--- src/rtl/bitmap_priority_run_queue_assert.svh ---
// assertion macros for the run queue datapath
`ifndef BITMAP_PRIORITY_RUN_QUEUE_ASSERT_SVH
`define BITMAP_PRIORITY_RUN_QUEUE_ASSERT_SVH

// same-cycle implication, checked out of reset
`define BPRQ_ASSERT_NOW(lbl, ante, cons, msg) \
  lbl: assert property (@(posedge clk_i) disable iff (!rst_ni) (ante) |-> (cons)) \
    else $error(msg);

// next-cycle implication, checked out of reset
`define BPRQ_ASSERT_NEXT(lbl, ante, cons, msg) \
  lbl: assert property (@(posedge clk_i) disable iff (!rst_ni) (ante) |=> (cons)) \
    else $error(msg);

`endif

--- src/rtl/bprq_pkg.sv ---
package bprq_pkg;

  localparam int unsigned TASKS   = 64;
  localparam int unsigned CLASSES = 4;
  localparam int unsigned LEVELS  = 32;
  localparam int unsigned NSLOTS  = CLASSES * LEVELS;

  localparam int unsigned TW = $clog2(TASKS);
  localparam int unsigned CW = $clog2(CLASSES);
  localparam int unsigned LW = $clog2(LEVELS);
  localparam int unsigned SW = CW + LW;
  localparam int unsigned NW = $clog2(TASKS + 1);

  typedef enum logic [1:0] {
    OP_ENQ   = 2'd0,
    OP_REM   = 2'd1,
    OP_SCHED = 2'd2,
    OP_BAD   = 2'd3
  } op_e;

  typedef enum logic [3:0] {
    CMD_NONE,
    CMD_LOAD,
    CMD_REQ_SLOT,
    CMD_APP_RD,
    CMD_APP_WR,
    CMD_PICK,
    CMD_HEAD_RD,
    CMD_UNL_LINK,
    CMD_UNL_SLOT,
    CMD_UNL_WR,
    CMD_FINISH
  } cmd_e;

  typedef enum logic [3:0] {
    ST_IDLE,
    ST_DECODE,
    ST_REQ_SLOT,
    ST_APP_RD,
    ST_APP_WR,
    ST_PICK,
    ST_HEAD_RD,
    ST_UNL_LINK,
    ST_UNL_SLOT,
    ST_UNL_WR,
    ST_FINISH
  } st_e;

  typedef struct packed {
    cmd_e cmd;
  } cmd_t;

  typedef struct packed {
    op_e  op;
    logic error;
    logic requeue;
    logic found;
  } sts_t;

endpackage

--- src/rtl/bprq_ctrl.sv ---
module bprq_ctrl (
  input  logic          clk_i,
  input  logic          rst_ni,
  input  logic          start_i,
  input  bprq_pkg::sts_t sts_i,
  output bprq_pkg::cmd_t cmd_o,
  output logic          busy_o
);
  import bprq_pkg::*;

  st_e state_q, state_d;

  // state register
  always_ff @(posedge clk_i or negedge rst_ni) begin
    if (!rst_ni) begin
      state_q <= ST_IDLE;
    end else begin
      state_q <= state_d;
    end
  end

  // next state and datapath commands
  always_comb begin
    state_d = state_q;
    cmd_o.cmd = CMD_NONE;
    case (state_q)
      ST_IDLE: begin
        if (start_i) begin
          cmd_o.cmd = CMD_LOAD;
          state_d = ST_DECODE;
        end
      end
      ST_DECODE: begin
        if (sts_i.error) begin
          state_d = ST_FINISH;
        end else begin
          case (sts_i.op)
            OP_ENQ:   state_d = ST_APP_RD;
            OP_REM:   state_d = ST_UNL_LINK;
            OP_SCHED: state_d = sts_i.requeue ? ST_REQ_SLOT : ST_PICK;
            default:  state_d = ST_FINISH;
          endcase
        end
      end
      ST_REQ_SLOT: begin
        cmd_o.cmd = CMD_REQ_SLOT;
        state_d = ST_APP_RD;
      end
      ST_APP_RD: begin
        cmd_o.cmd = CMD_APP_RD;
        state_d = ST_APP_WR;
      end
      ST_APP_WR: begin
        cmd_o.cmd = CMD_APP_WR;
        state_d = (sts_i.op == OP_SCHED) ? ST_PICK : ST_FINISH;
      end
      ST_PICK: begin
        cmd_o.cmd = CMD_PICK;
        state_d = ST_HEAD_RD;
      end
      ST_HEAD_RD: begin
        cmd_o.cmd = CMD_HEAD_RD;
        state_d = sts_i.found ? ST_UNL_LINK : ST_FINISH;
      end
      ST_UNL_LINK: begin
        cmd_o.cmd = CMD_UNL_LINK;
        state_d = ST_UNL_SLOT;
      end
      ST_UNL_SLOT: begin
        cmd_o.cmd = CMD_UNL_SLOT;
        state_d = ST_UNL_WR;
      end
      ST_UNL_WR: begin
        cmd_o.cmd = CMD_UNL_WR;
        state_d = ST_FINISH;
      end
      ST_FINISH: begin
        cmd_o.cmd = CMD_FINISH;
        state_d = ST_IDLE;
      end
      default: begin
        state_d = ST_IDLE;
      end
    endcase
  end

  assign busy_o = (state_q != ST_IDLE);

endmodule

--- config.mk ---
export PLATFORM = sky130hd
export DESIGN_NAME = bprq_ctrl
export DESIGN_NICKNAME = d
export VERILOG_FILES = /design/src/rtl/bitmap_priority_run_queue_assert.svh /design/src/rtl/bprq_pkg.sv /design/src/rtl/bprq_ctrl.sv
export SDC_FILE = /design/constraint.sdc
export NUM_CORES = 1
export LEC_CHECK = 0
export ABC_AREA = 1
export BUFFER_PORTS_ARGS = -buffer_cell sky130_fd_sc_hd__buf_2
export CORE_AREA = 4 4 41 43
export CTS_CLUSTER_SIZE = 24
export DETAILED_ROUTE_END_ITERATION = 12
export DIE_AREA = 0 0 45 47
export PLACE_DENSITY = 0.57
export SKIP_CTS_REPAIR_TIMING = 1
export SYNTH_ARGS = -nofsm -noshare
export SYNTH_HDL_FRONTEND = slang
export SYNTH_SLANG_ARGS = --single-unit
--- constraint.sdc ---
create_clock -name clk_i -period 1.3 [get_ports clk_i]
set_clock_uncertainty 0.2 [all_clocks]
set_input_delay 0.065 -clock clk_i [delete_from_list [all_inputs] [get_ports clk_i]]
set_output_delay 0.065 -clock clk_i [all_outputs]
set_load 0.1 [all_outputs]
Yosys cells after proc, flatten, opt, wreduce, memory -nomap -nowiden --
Cells that the tools add are included.
Storage, ports and cells: register bits 4, input bits 8, output and inout bits 5, logic and storage cells 26
Operators by class: equality and inequality tests 13, mux-type cells 9, reductions and logical operators 3
Operators with widths (number):
- $pmux 4 s10 | 2
- $eq 4x3->1 const B | 4
- $mux 4 | 4
- $eq 4x4->1 const B | 3
- $pmux 4 s3 | 1
- $eq 4x2->1 const B | 2
- $eq 4x1->1 const B | 1
- $logic_not 4->1 | 1
- $reduce_bool 4->1 | 1
- $mux 3 | 1
- $eq 2x1->1 const B | 1
- $eq 2x2->1 const B | 1
- $logic_not 2->1 | 1
- $ne 2x2->1 const B | 1
- $mux 1 | 1

Longest topological paths before layout --
Gate-level depths: netlist of the first run.
depth in word-level cells 4, depth in mapped cells 7, mapped depth without buffers 7

Least setup slack after synthesis of the first run --
Ideal clock, no wire load.
path type reg2out, start reg state_q[1], end out cmd_o[0] (netlist bit), arrival 2.184 ns, required time 1.035 ns, setup slack -1.149 ns, stages on the path, launching flop included 6, buffers on the path 0, path through dfrtp_1 nor2_1 nand2_1 o21ai_1 o21ai_1 inv_1
RTL lines:
- from (decl) | RTL line bprq_ctrl.sv:11 | st_e state_q, state_d;
- from (signal assigned) | RTL line bprq_ctrl.sv:18 | state_q <= state_d;
- to (decl) | RTL line bprq_ctrl.sv:6 | output bprq_pkg::cmd_t cmd_o,

==> results of run 1 <==
==> routing by layer <==
metal | part of all wire (%) | wire [um] | vias to the layer above | global-route usage, %
li1 | - | - | 281 | -
met1 | 42 | 470 | 224 | 11.49
met2 | 50 | 565 | 13 | 18.93
met3 | 5.1 | 57 | 3 | 2.682
met4 | 2.8 | 32 | 0 | 10.53
met5 | 0 | 0 | - | 0
==> cell usage in the layout, fill, tap and decap left out, types with 4 or more instances in the layout <==
cell type	netlist	layout
nor2_4	1	5
inv_1	10	6
buf_2	0	7
inv_2	2	4
nor2_1	14	10
dlygate4sd3_1	0	9
buf_4	0	13
o21ai_1	2	4
buf_12	0	5
nand2_1	17	15
==> cells by family after synthesis <==
| logic type | synth area share [%] |
|---|---|
| flops | 26.94 |
| buf+inv | 12.12 |
| simple gates | 49.50 |
| compound gates | 11.45 |
==> cell type report <==
cell class | instances | area [um^2]
Fill cell | 120 | 476.7
Timing Repair Buffer | 35 | 334.1
Multi-Input combinational cell | 49 | 289.0
Sequential cell | 4 | 103.9
Inverter | 12 | 52.55
Clock buffer | 4 | 26.28
Tap cell | 15 | 18.77
==> critical path: stages, from the launching register on <==
cell	delay, ps
dfrtp_2	440
o21ai_1	120
o21ai_1	90
o21ai_1	220
clkinvlp_4	140
buf_12	170
==> metrics by stage <==
stage,TNS (ps),hold WS [ps],cells,utilization (%),setup slack [ps]
6_report,-1855,-1.819,119,63.37,-402.4
5_1_grt,-2478,44.03,119,63.37,-475.4
4_1_cts,-1959,-596.3,108,53.56,-456.1
3_5_place_dp,-640.6,-326.8,104,51.54,-182.8
3_3_place_gp,-619.9,-329.1,104,51.54,-179.1
2_1_floorplan,-1940,-430.6,65,-,-370.4
==> worst max-delay path by stage <==
stage | from | endpoint | slack, ps | depth (start not counted)
CTS | state_q[1]$_DFFE_PN0P_ | cmd_o[0] | -460 | 5
finish | state_q[2]$_DFFE_PN0P_ | cmd_o[0] | -400 | 5
detailed placement | state_q[1]$_DFFE_PN0P_ | cmd_o[0] | -180 | 5
global placement | state_q[3]$_DFFE_PN0P_ | cmd_o[0] | -180 | 6
floorplan | state_q[3]$_DFFE_PN0P_ | state_q[2]$_DFFE_PN0P_ | -370 | 6
global route | state_q[1]$_DFFE_PN0P_ | cmd_o[0] | -480 | 5
==> summary.md, run 1 <==
| Metric | Value |
|---|---|
| Status | finished, violations left |
| Failing checks | hold timing, setup timing |
| # IOs | 13 |
| CP Capture Type | output port |
| CTS tree | built |
| # setup viols final | 9 |
| Post-synth ARST share | 100.0% |
| Antenna Nets Post-Route | 0 |
| Placement row count | 13 |
| Top FF cell, synth | dfrtp_1 |
| Number of enable flip-flop cells after synthesis | 0 |
| Tmin final | 1702 ps |
| Initial antenna violation count | 0 |
| Die W | 45 um |
| Sequential share of the synthesized area | 26.94% |
| Global-route wire length before repair | 1642 um |
| Synth Net Count | 73 |
| R2R Path End | state_q[2]$_DFFE_PN0P_ |
| Synth area leader | dfrtp_1 |
| DRC | 0 |
| Final #Nets | 113 |
| Avg Cell Area, Syn | 5.717 um^2 |
| GRT Util Overall | 11.26% |
| Crit-path max FO | 4 |
| Initial cell density of the core | 28.56% |
| CORE AREA | between 0.001 and 0.0015 mm^2 |
| Pin slew with the least headroom to its limit | 212.3 ps |
| Clock sinks | 4 |
| Largest net degree at the start of global routing | 6 |
| Largest Register | state_q |
| Final worst slack | -402.4 ps |
| Final hold vios | 1 |
| WHS Path Cells | 5 |
| Area grow syn2layout | 121.9% |
| Clock Latency Late Sink | around 250 ps |
| Final critical-path share of the clock period | 131.0% |
| Post-DP HPWL | 852.1 um |
| Synth unique cells | 15 |
| CP Class | reg2out |
| Vias per inst | ~4.4 |
| Die Height | about 47 um |
| Worst R2R Start | state_q[2]$_DFFE_PN0P_ |
| Worst EP arrival | 1440 ps |
| Clock Path Buffers | 2 |
| Global route overflow | 0 |
| Wirelength per Cell | 9.471 um |
| Worst Hold Launch | sts_i[2] |
| DRT iter0 DRCs | 5 |
| Synth top cells by count | nand2_1 (17), nor2_1 (14), inv_1 (10) |
| CTS HTree Levels | 1 |
| Via Count | 521 |
| Biggest regs | state_q: 4 flops |
| Synthesis Warnings | 0 |
| Pre-Repair DR Iteration Count | 3 |
| Mapped Cells | 65 |
| Top-area cell type share of the netlist area | between 20% and 30% |
| Vias in the first global route | 431 |
| Final instance area | roughly 800 um^2 |
| Startpoint Class | flop |
| Synth Register Bits | 4 |
| Slew headroom | 85.75% |
| Mapped cell area | 371.6 um^2 |
| Largest register FFs | 4 |
| Max Transition Viols Final | 0 |
| Hold WC Path Type | in2reg |
| IO buf count | 12 |
| RSZ-0062 raised after global routing | yes |
| Most numerous cell in the Yosys netlist | nand2_1 |
| Post-Route WL | 1127 um |
| Register-to-register setup slack | -120 ps |
| Num CTS Buffers | 3 |
| Synth top area cells | dfrtp_1 (27%), nand2_1 (17%), nor2_1 (14%) |
| Placer Congestion | 0.8701 |
| Post-Place Cell Area | between 600 and 700 um^2 |
| DIE AREA | 0.002115 mm^2 |
| Worst hold slack | -1.819 ps |
| Worst Reg-to-Reg Cells | 6 |
| Clock slew at reported path FFs | 50 ps |
| Required @ worst endpoint | 1030 ps |
| Root buf cell | clkbuf_4 |
| Hold Path Sink | state_q[3]$_DFFE_PN0P_ |
| Antenna cells | 0 |
| Share of layout cells above drive strength 1 | just under 50% |
| Max-cap check violation count | 0 |
| Highest Clock Rate | roughly 0.6 GHz |
Power of run 1 is left out: the tool's default activity adds up to more than one toggle a clock period on the data nets, which glitch-free logic cannot reach.
==> inputs of run 2 (changes only) <==
--- a/config.mk
+++ b/config.mk
@@ -12,6 +12,7 @@
 export DETAILED_ROUTE_END_ITERATION = 12
 export DIE_AREA = 0 0 45 47
 export PLACE_DENSITY = 0.57
+export RECOVER_POWER = 25
 export SKIP_CTS_REPAIR_TIMING = 1
 export SYNTH_ARGS = -nofsm -noshare
 export SYNTH_HDL_FRONTEND = slang
==> constraint.sdc (replaced) <==
create_clock -name clk_i -period 2.2 [get_ports clk_i]
set_clock_uncertainty 0.2 [all_clocks]
set_input_delay 0.11 -clock clk_i [delete_from_list [all_inputs] [get_ports clk_i]]
set_output_delay 0.11 -clock clk_i [all_outputs]
set_load 0.1 [all_outputs]
==> run 2 against run 1 <==
Against the previous run:
- die area stayed put
- final cell count decreased by 18%
- design area down 38%
- global-route usage decreased by 1.6 points
- the run ends with hold timing left
- via count decreased by 17%
- setup slack better by 530 ps
- clock-buffer cell count decreased by 1
- sequential share of layout area increased by 7.1 points
- register-to-register slack better by 1000 ps
- first-iteration DRC count increased to 3.2 times the previous value
- non-clock buffer count decreased by 20
- highest routed layer is now met3
==> summary.md, run 2 (synthesis gave the netlist of run 1 again) <==
| Metric | Value |
|---|---|
| Biggest regs | state_q: 4 flops |
| Max-cap check violation count | 0 |
| Multi-input gate area | ~230 um^2 |
| RSZ-0062 raised after global routing | no |
| Routed wl met2 | 426 um |
| Failing checks | hold timing |
| Routed met1 length | approximately 420 um |
| Antenna Nets Post-Route | 0 |
| Post-DP HPWL | around 700 um |
| Vias per inst | 4.439 |
| Num CTS Buffers | 3 |
| CP Class | reg2out |
| Placement row count | 13 |
| Placer Congestion | ~0.79 |
| Antenna cells | 0 |
| Worst EP arrival | 1760 ps |
| Largest net degree at the start of global routing | 8 |
| Clock Latency Late Sink | 230 ps |
| CORE AREA | 0.001301 mm^2 |
| Worst R2R Start | state_q[1]$_DFFE_PN0P_ |
| DP Worst Slack | 389.9 ps |
| DRC | 0 |
| GRT Util Overall | about 9.7% |
| Global route overflow | 0 |
| Max Transition Viols Final | 0 |
| DIE AREA | 0.002115 mm^2 |
| Largest register FFs | 4 |
| Status | finished, violations left |
| Pre-Repair DR Iteration Count | 4 |
| Worst hold slack | -2.639 ps |
| Root buf cell | clkbuf_4 |
| Largest Register | state_q |
| IO buf count | 12 |
| Final #Nets | 93 |
| Met3 wire len | 75 um |
| CTS HTree Levels | 1 |
| Post-Route WL | 919 um |
| Commonest non-fill, non-tap cell in the layout | nand2_1 |
| Setup_tns | 0 ps |
| Final worst slack | 127.1 ps |
| Initial cell density of the core | 28.56% |
| Highest routed layer | met3 |
| FF/Latch Area | 100.1 um^2 |
| Wirelength per Cell | 9.378 um |
| Initial antenna violation count | 0 |
| CP startpoint | state_q[1]$_DFFE_PN0P_ |
| Highest Clock Rate | 0.4824 GHz |
| Required @ worst endpoint | 1890 ps |
| Most frequent cells in the layout | nand2_1 (16), nor2_1 (14), buf_2 (11) |
| Area grow syn2layout | 36.70% |
| Share of layout cells above drive strength 1 | 27.71% |
| DRT iter0 DRCs | 16 |
| Final instance area | between 500 and 600 um^2 |
| Global-route wire length before repair | 1414 um |
| Final critical-path share of the clock period | 94.22% |
| Hold WC Path Type | in2reg |
| Pin slew with the least headroom to its limit | 484.8 ps |
| # IOs | 13 |
| Via Count | 435 |
| # setup viols final | 0 |
| Startpoint Class | flop |
| Crit-path max FO | 7 |
| Worst Hold Launch | sts_i[1] |
| Die Height | between 40 and 50 um |
| CTS tree | built |
| Tmin final | 2073 ps |
| Vias in the first global route | 335 |
| Clock Path Buffers | 2 |
| Post-Place Cell Area | 456.7 um^2 |
| # fillers | roughly 150 |
| Slew headroom | 67.90% |
| CP Capture Type | output port |
| Clock sinks | 4 |
| Clock slew at reported path FFs | 40 ps |
| Final hold vios | 1 |
| Die W | 45 um |
## run 2: cell count changes in the layout (fill, tap and decap cells not counted), moves of 2 or more
cell           previous run  this run
o21ai_0                   1         3
dfrtp_1                   1         4
buf_2                     7        11
inv_2                     4         2
dfrtp_2                   3         0
dlygate4sd3_1             9         3
o21ai_1                   4         2
nor2_1                   10        14
buf_4                    13         0
inv_1                     6         9
nor2_4                    5         1
buf_12                    5         0
## run 2: worst max-delay path: stages (launching register included)
cell and delay (ps):
dfrtp_1 450, nor2_1 270, nand2_2 100, o21ai_1 120
o21ai_1 110, clkinvlp_4 70, buf_2 410
## run 2: cell type report
cell class	count	area share [%]
clock buffer	3	4.433
inverter	12	9.606
multi-input combinational	49	45.07
sequential	4	19.70
tap	15	3.695
timing repair buffer	15	17.49
## run 2: worst paths after layout
kind / slack, ps / end / cells past startpoint
worst max-delay path: 130 / cmd_o[0] / 6
worst min-delay path: -3 / state_q[1]$_DFFE_PN0P_ / 5
worst max register to register: 880 / state_q[0]$_DFFE_PN0P_ / 5
worst min register to register: 520 / state_q[0]$_DFFE_PN0P_ / 4
max in group asynchronous: 1550 / state_q[3]$_DFFE_PN0P_ / 2
min in group asynchronous: 60 / state_q[1]$_DFFE_PN0P_ / 2
## run 2: per-layer routing
metal | vias to the layer above | GRT usage (%)
li1 | 238 | -
met1 | 180 | 12.13
met2 | 17 | 14.12
met3 | 0 | 2.682
met4 | 0 | 7.018
met5 | - | 0
## run 2: per-stage QoR
stage	instances	hold WS [ps]	util (%)
floorplan	65	-385.6	-
global placement	92	-282.1	35.10
detailed placement	92	-282.1	35.10
CTS	95	-529.0	36.83
global route	98	21.14	39.04
finish	98	-2.639	39.04
Power of run 2 is left out for the same reason.
==> inputs of run 3 (changes only) <==
==> constraint.sdc (replaced) <==
create_clock -name clk_i -period 2.2 [get_ports clk_i]
set_clock_uncertainty 0.2 [all_clocks]
set_input_delay 0.33 -clock clk_i [delete_from_list [all_inputs] [get_ports clk_i]]
set_output_delay 0.33 -clock clk_i [all_outputs]
set_load 0.1 [all_outputs]
==> run 3 against run 2 <==
Against the previous run:
- via count rose by 0.46%
- global-route usage rose by 0.95 points
- critical path depth did not move
- non-clock buffer count fell by 2
- hold slack improved by 190 ps
- the run now ends clean
==> summary.md, run 3 (synthesis gave the netlist of run 1 again) <==
| Metric | Value |
|---|---|
| # IOs | 13 |
| Post-DP HPWL | roughly 790 um |
| Vias in the first global route | 393 |
| Final instance area | 509.2 um^2 |
| Tmin final | 2051 ps |
| Global route overflow | 0 |
| Highest Clock Rate | 0.4876 GHz |
| GRT Util Overall | between 10% and 20% |
| Worst R2R Start | state_q[3]$_DFFE_PN0P_ |
| Crit path cell chain | nor2_1 -> nand2_2 -> o21ai_1 -> o21ai_1 -> clkinvlp_4 -> buf_12 |
| Most frequent cells in the layout | nand2_1 (16), nor2_1 (12), buf_2 (10) |
| # fillers | 151 |
| Final #Nets | 91 |
| Status | finished clean |
| DP Worst Slack | ~390 ps |
| Final hold vios | 0 |
| Global-route wire length before repair | between 1500 and 2000 um |
| Initial antenna violation count | 0 |
| Antenna cells | 0 |
| Pin slew with the least headroom to its limit | 489.3 ps |
| Required @ worst endpoint | 1670 ps |
| Final worst slack | ~150 ps |
| Share of layout cells above drive strength 1 | 32.10% |
| Antenna Nets Post-Route | 0 |
| Hold WC Path Type | in2reg |
| Crit-path most repeated cell | o21ai_1 |
| Clock Path Buffers | 2 |
| Crit-path max FO | 7 |
| Placer Congestion | approximately 0.76 |
| DRT iter0 DRCs | 23 |
| CTS HTree Levels | 1 |
| Final critical-path share of the clock period | 93.22% |
| Max-cap check violation count | 0 |
| CP Capture Type | output port |
| CTS tree | built |
| Via Count | between 400 and 500 |
| Clock slew at reported path FFs | 40 ps |
| Die W | between 40 and 50 um |
| IO buf count | 12 |
| Dpl cells | 92 |
| Biggest regs | state_q: 4 flops |
| Worst EP arrival | 1520 ps |
| Critical path's slowest cell | dfrtp_2 |
| Die Height | 47 um |
| Worst hold slack | 184.3 ps |
| Startpoint Class | flop |
| Initial cell density of the core | 28.56% |
| Vias per inst | approximately 4.6 |
| Largest net degree at the start of global routing | 8 |
| Placement row count | 13 |
| Area grow syn2layout | 37.04% |
| Pre-Repair DR Iteration Count | 4 |
| CP max stage delay | 450 ps |
| CORE AREA | 0.001301 mm^2 |
| Largest Register | state_q |
| Slew headroom | 67.60% |
| Post-Place Cell Area | 476.7 um^2 |
| Largest register FFs | 4 |
| CP startpoint | state_q[1]$_DFFE_PN0P_ |
| Clock sinks | 4 |
| Worst Hold Launch | start_i |
| Wirelength per Cell | 10.38 um |
| Num CTS Buffers | 3 |
| RSZ-0062 raised after global routing | no |
| Clock Latency Late Sink | 250 ps |
| CP Class | reg2out |
| Commonest non-fill, non-tap cell in the layout | nand2_1 |
| Max Transition Viols Final | 0 |
| Post-Route WL | 996 um |
| Root buf cell | clkbuf_4 |
| DRC | 0 |
| DIE AREA | 0.002115 mm^2 |
| Final non-filler cell total | 96 |
| # setup viols final | 0 |
## run 3: final cells by class
| type | instances | area (um^2) | area share [%] |
|---|---|---|---|
| sequential | 4 | 101.3 | 19.90 |
| timing repair buffer | 13 | 83.83 | 16.46 |
| inverter | 12 | 48.80 | 9.582 |
| clock buffer | 3 | 22.52 | 4.423 |
| tap | 15 | 18.77 | 3.686 |
| multi-input combinational | 49 | 234.0 | 45.95 |
## run 3: worst paths after layout
path / depth (start not counted) / end / slack (ps)
worst min-delay path: 3 / state_q[0]$_DFFE_PN0P_ / 180
worst max-delay path: 6 / cmd_o[0] / 150
max in group asynchronous: 2 / state_q[1]$_DFFE_PN0P_ / 1330
min in group asynchronous: 2 / state_q[0]$_DFFE_PN0P_ / 250
worst min register to register: 3 / state_q[1]$_DFFE_PN0P_ / 500
worst max register to register: 7 / state_q[0]$_DFFE_PN0P_ / 860
## run 3: layer usage
metal  share of wire, %  vias up  track usage (%)
met5                  0        -                0
met2                 43       24            16.95
met4                  0        0            3.509
met3                 11        0            3.831
li1                   -      233                -
met1                 46      180            13.27
## run 3: through the flow
stage / TNS, ps / utilization [%]
after floorplan: -8.103 / -
after global placement: 0 / 36.63
after global routing: 0 / 39.13
final: 0 / 39.13
after CTS: 0 / 38.37
after detailed placement: 0 / 36.63
## run 3: critical path, delay by kind of cell, from the launching register on
family,cells,cell delay (ps)
flops,1,450
compound gates,2,220
buf+inv,2,250
simple gates,2,350
Power of run 3 is left out for the same reason.
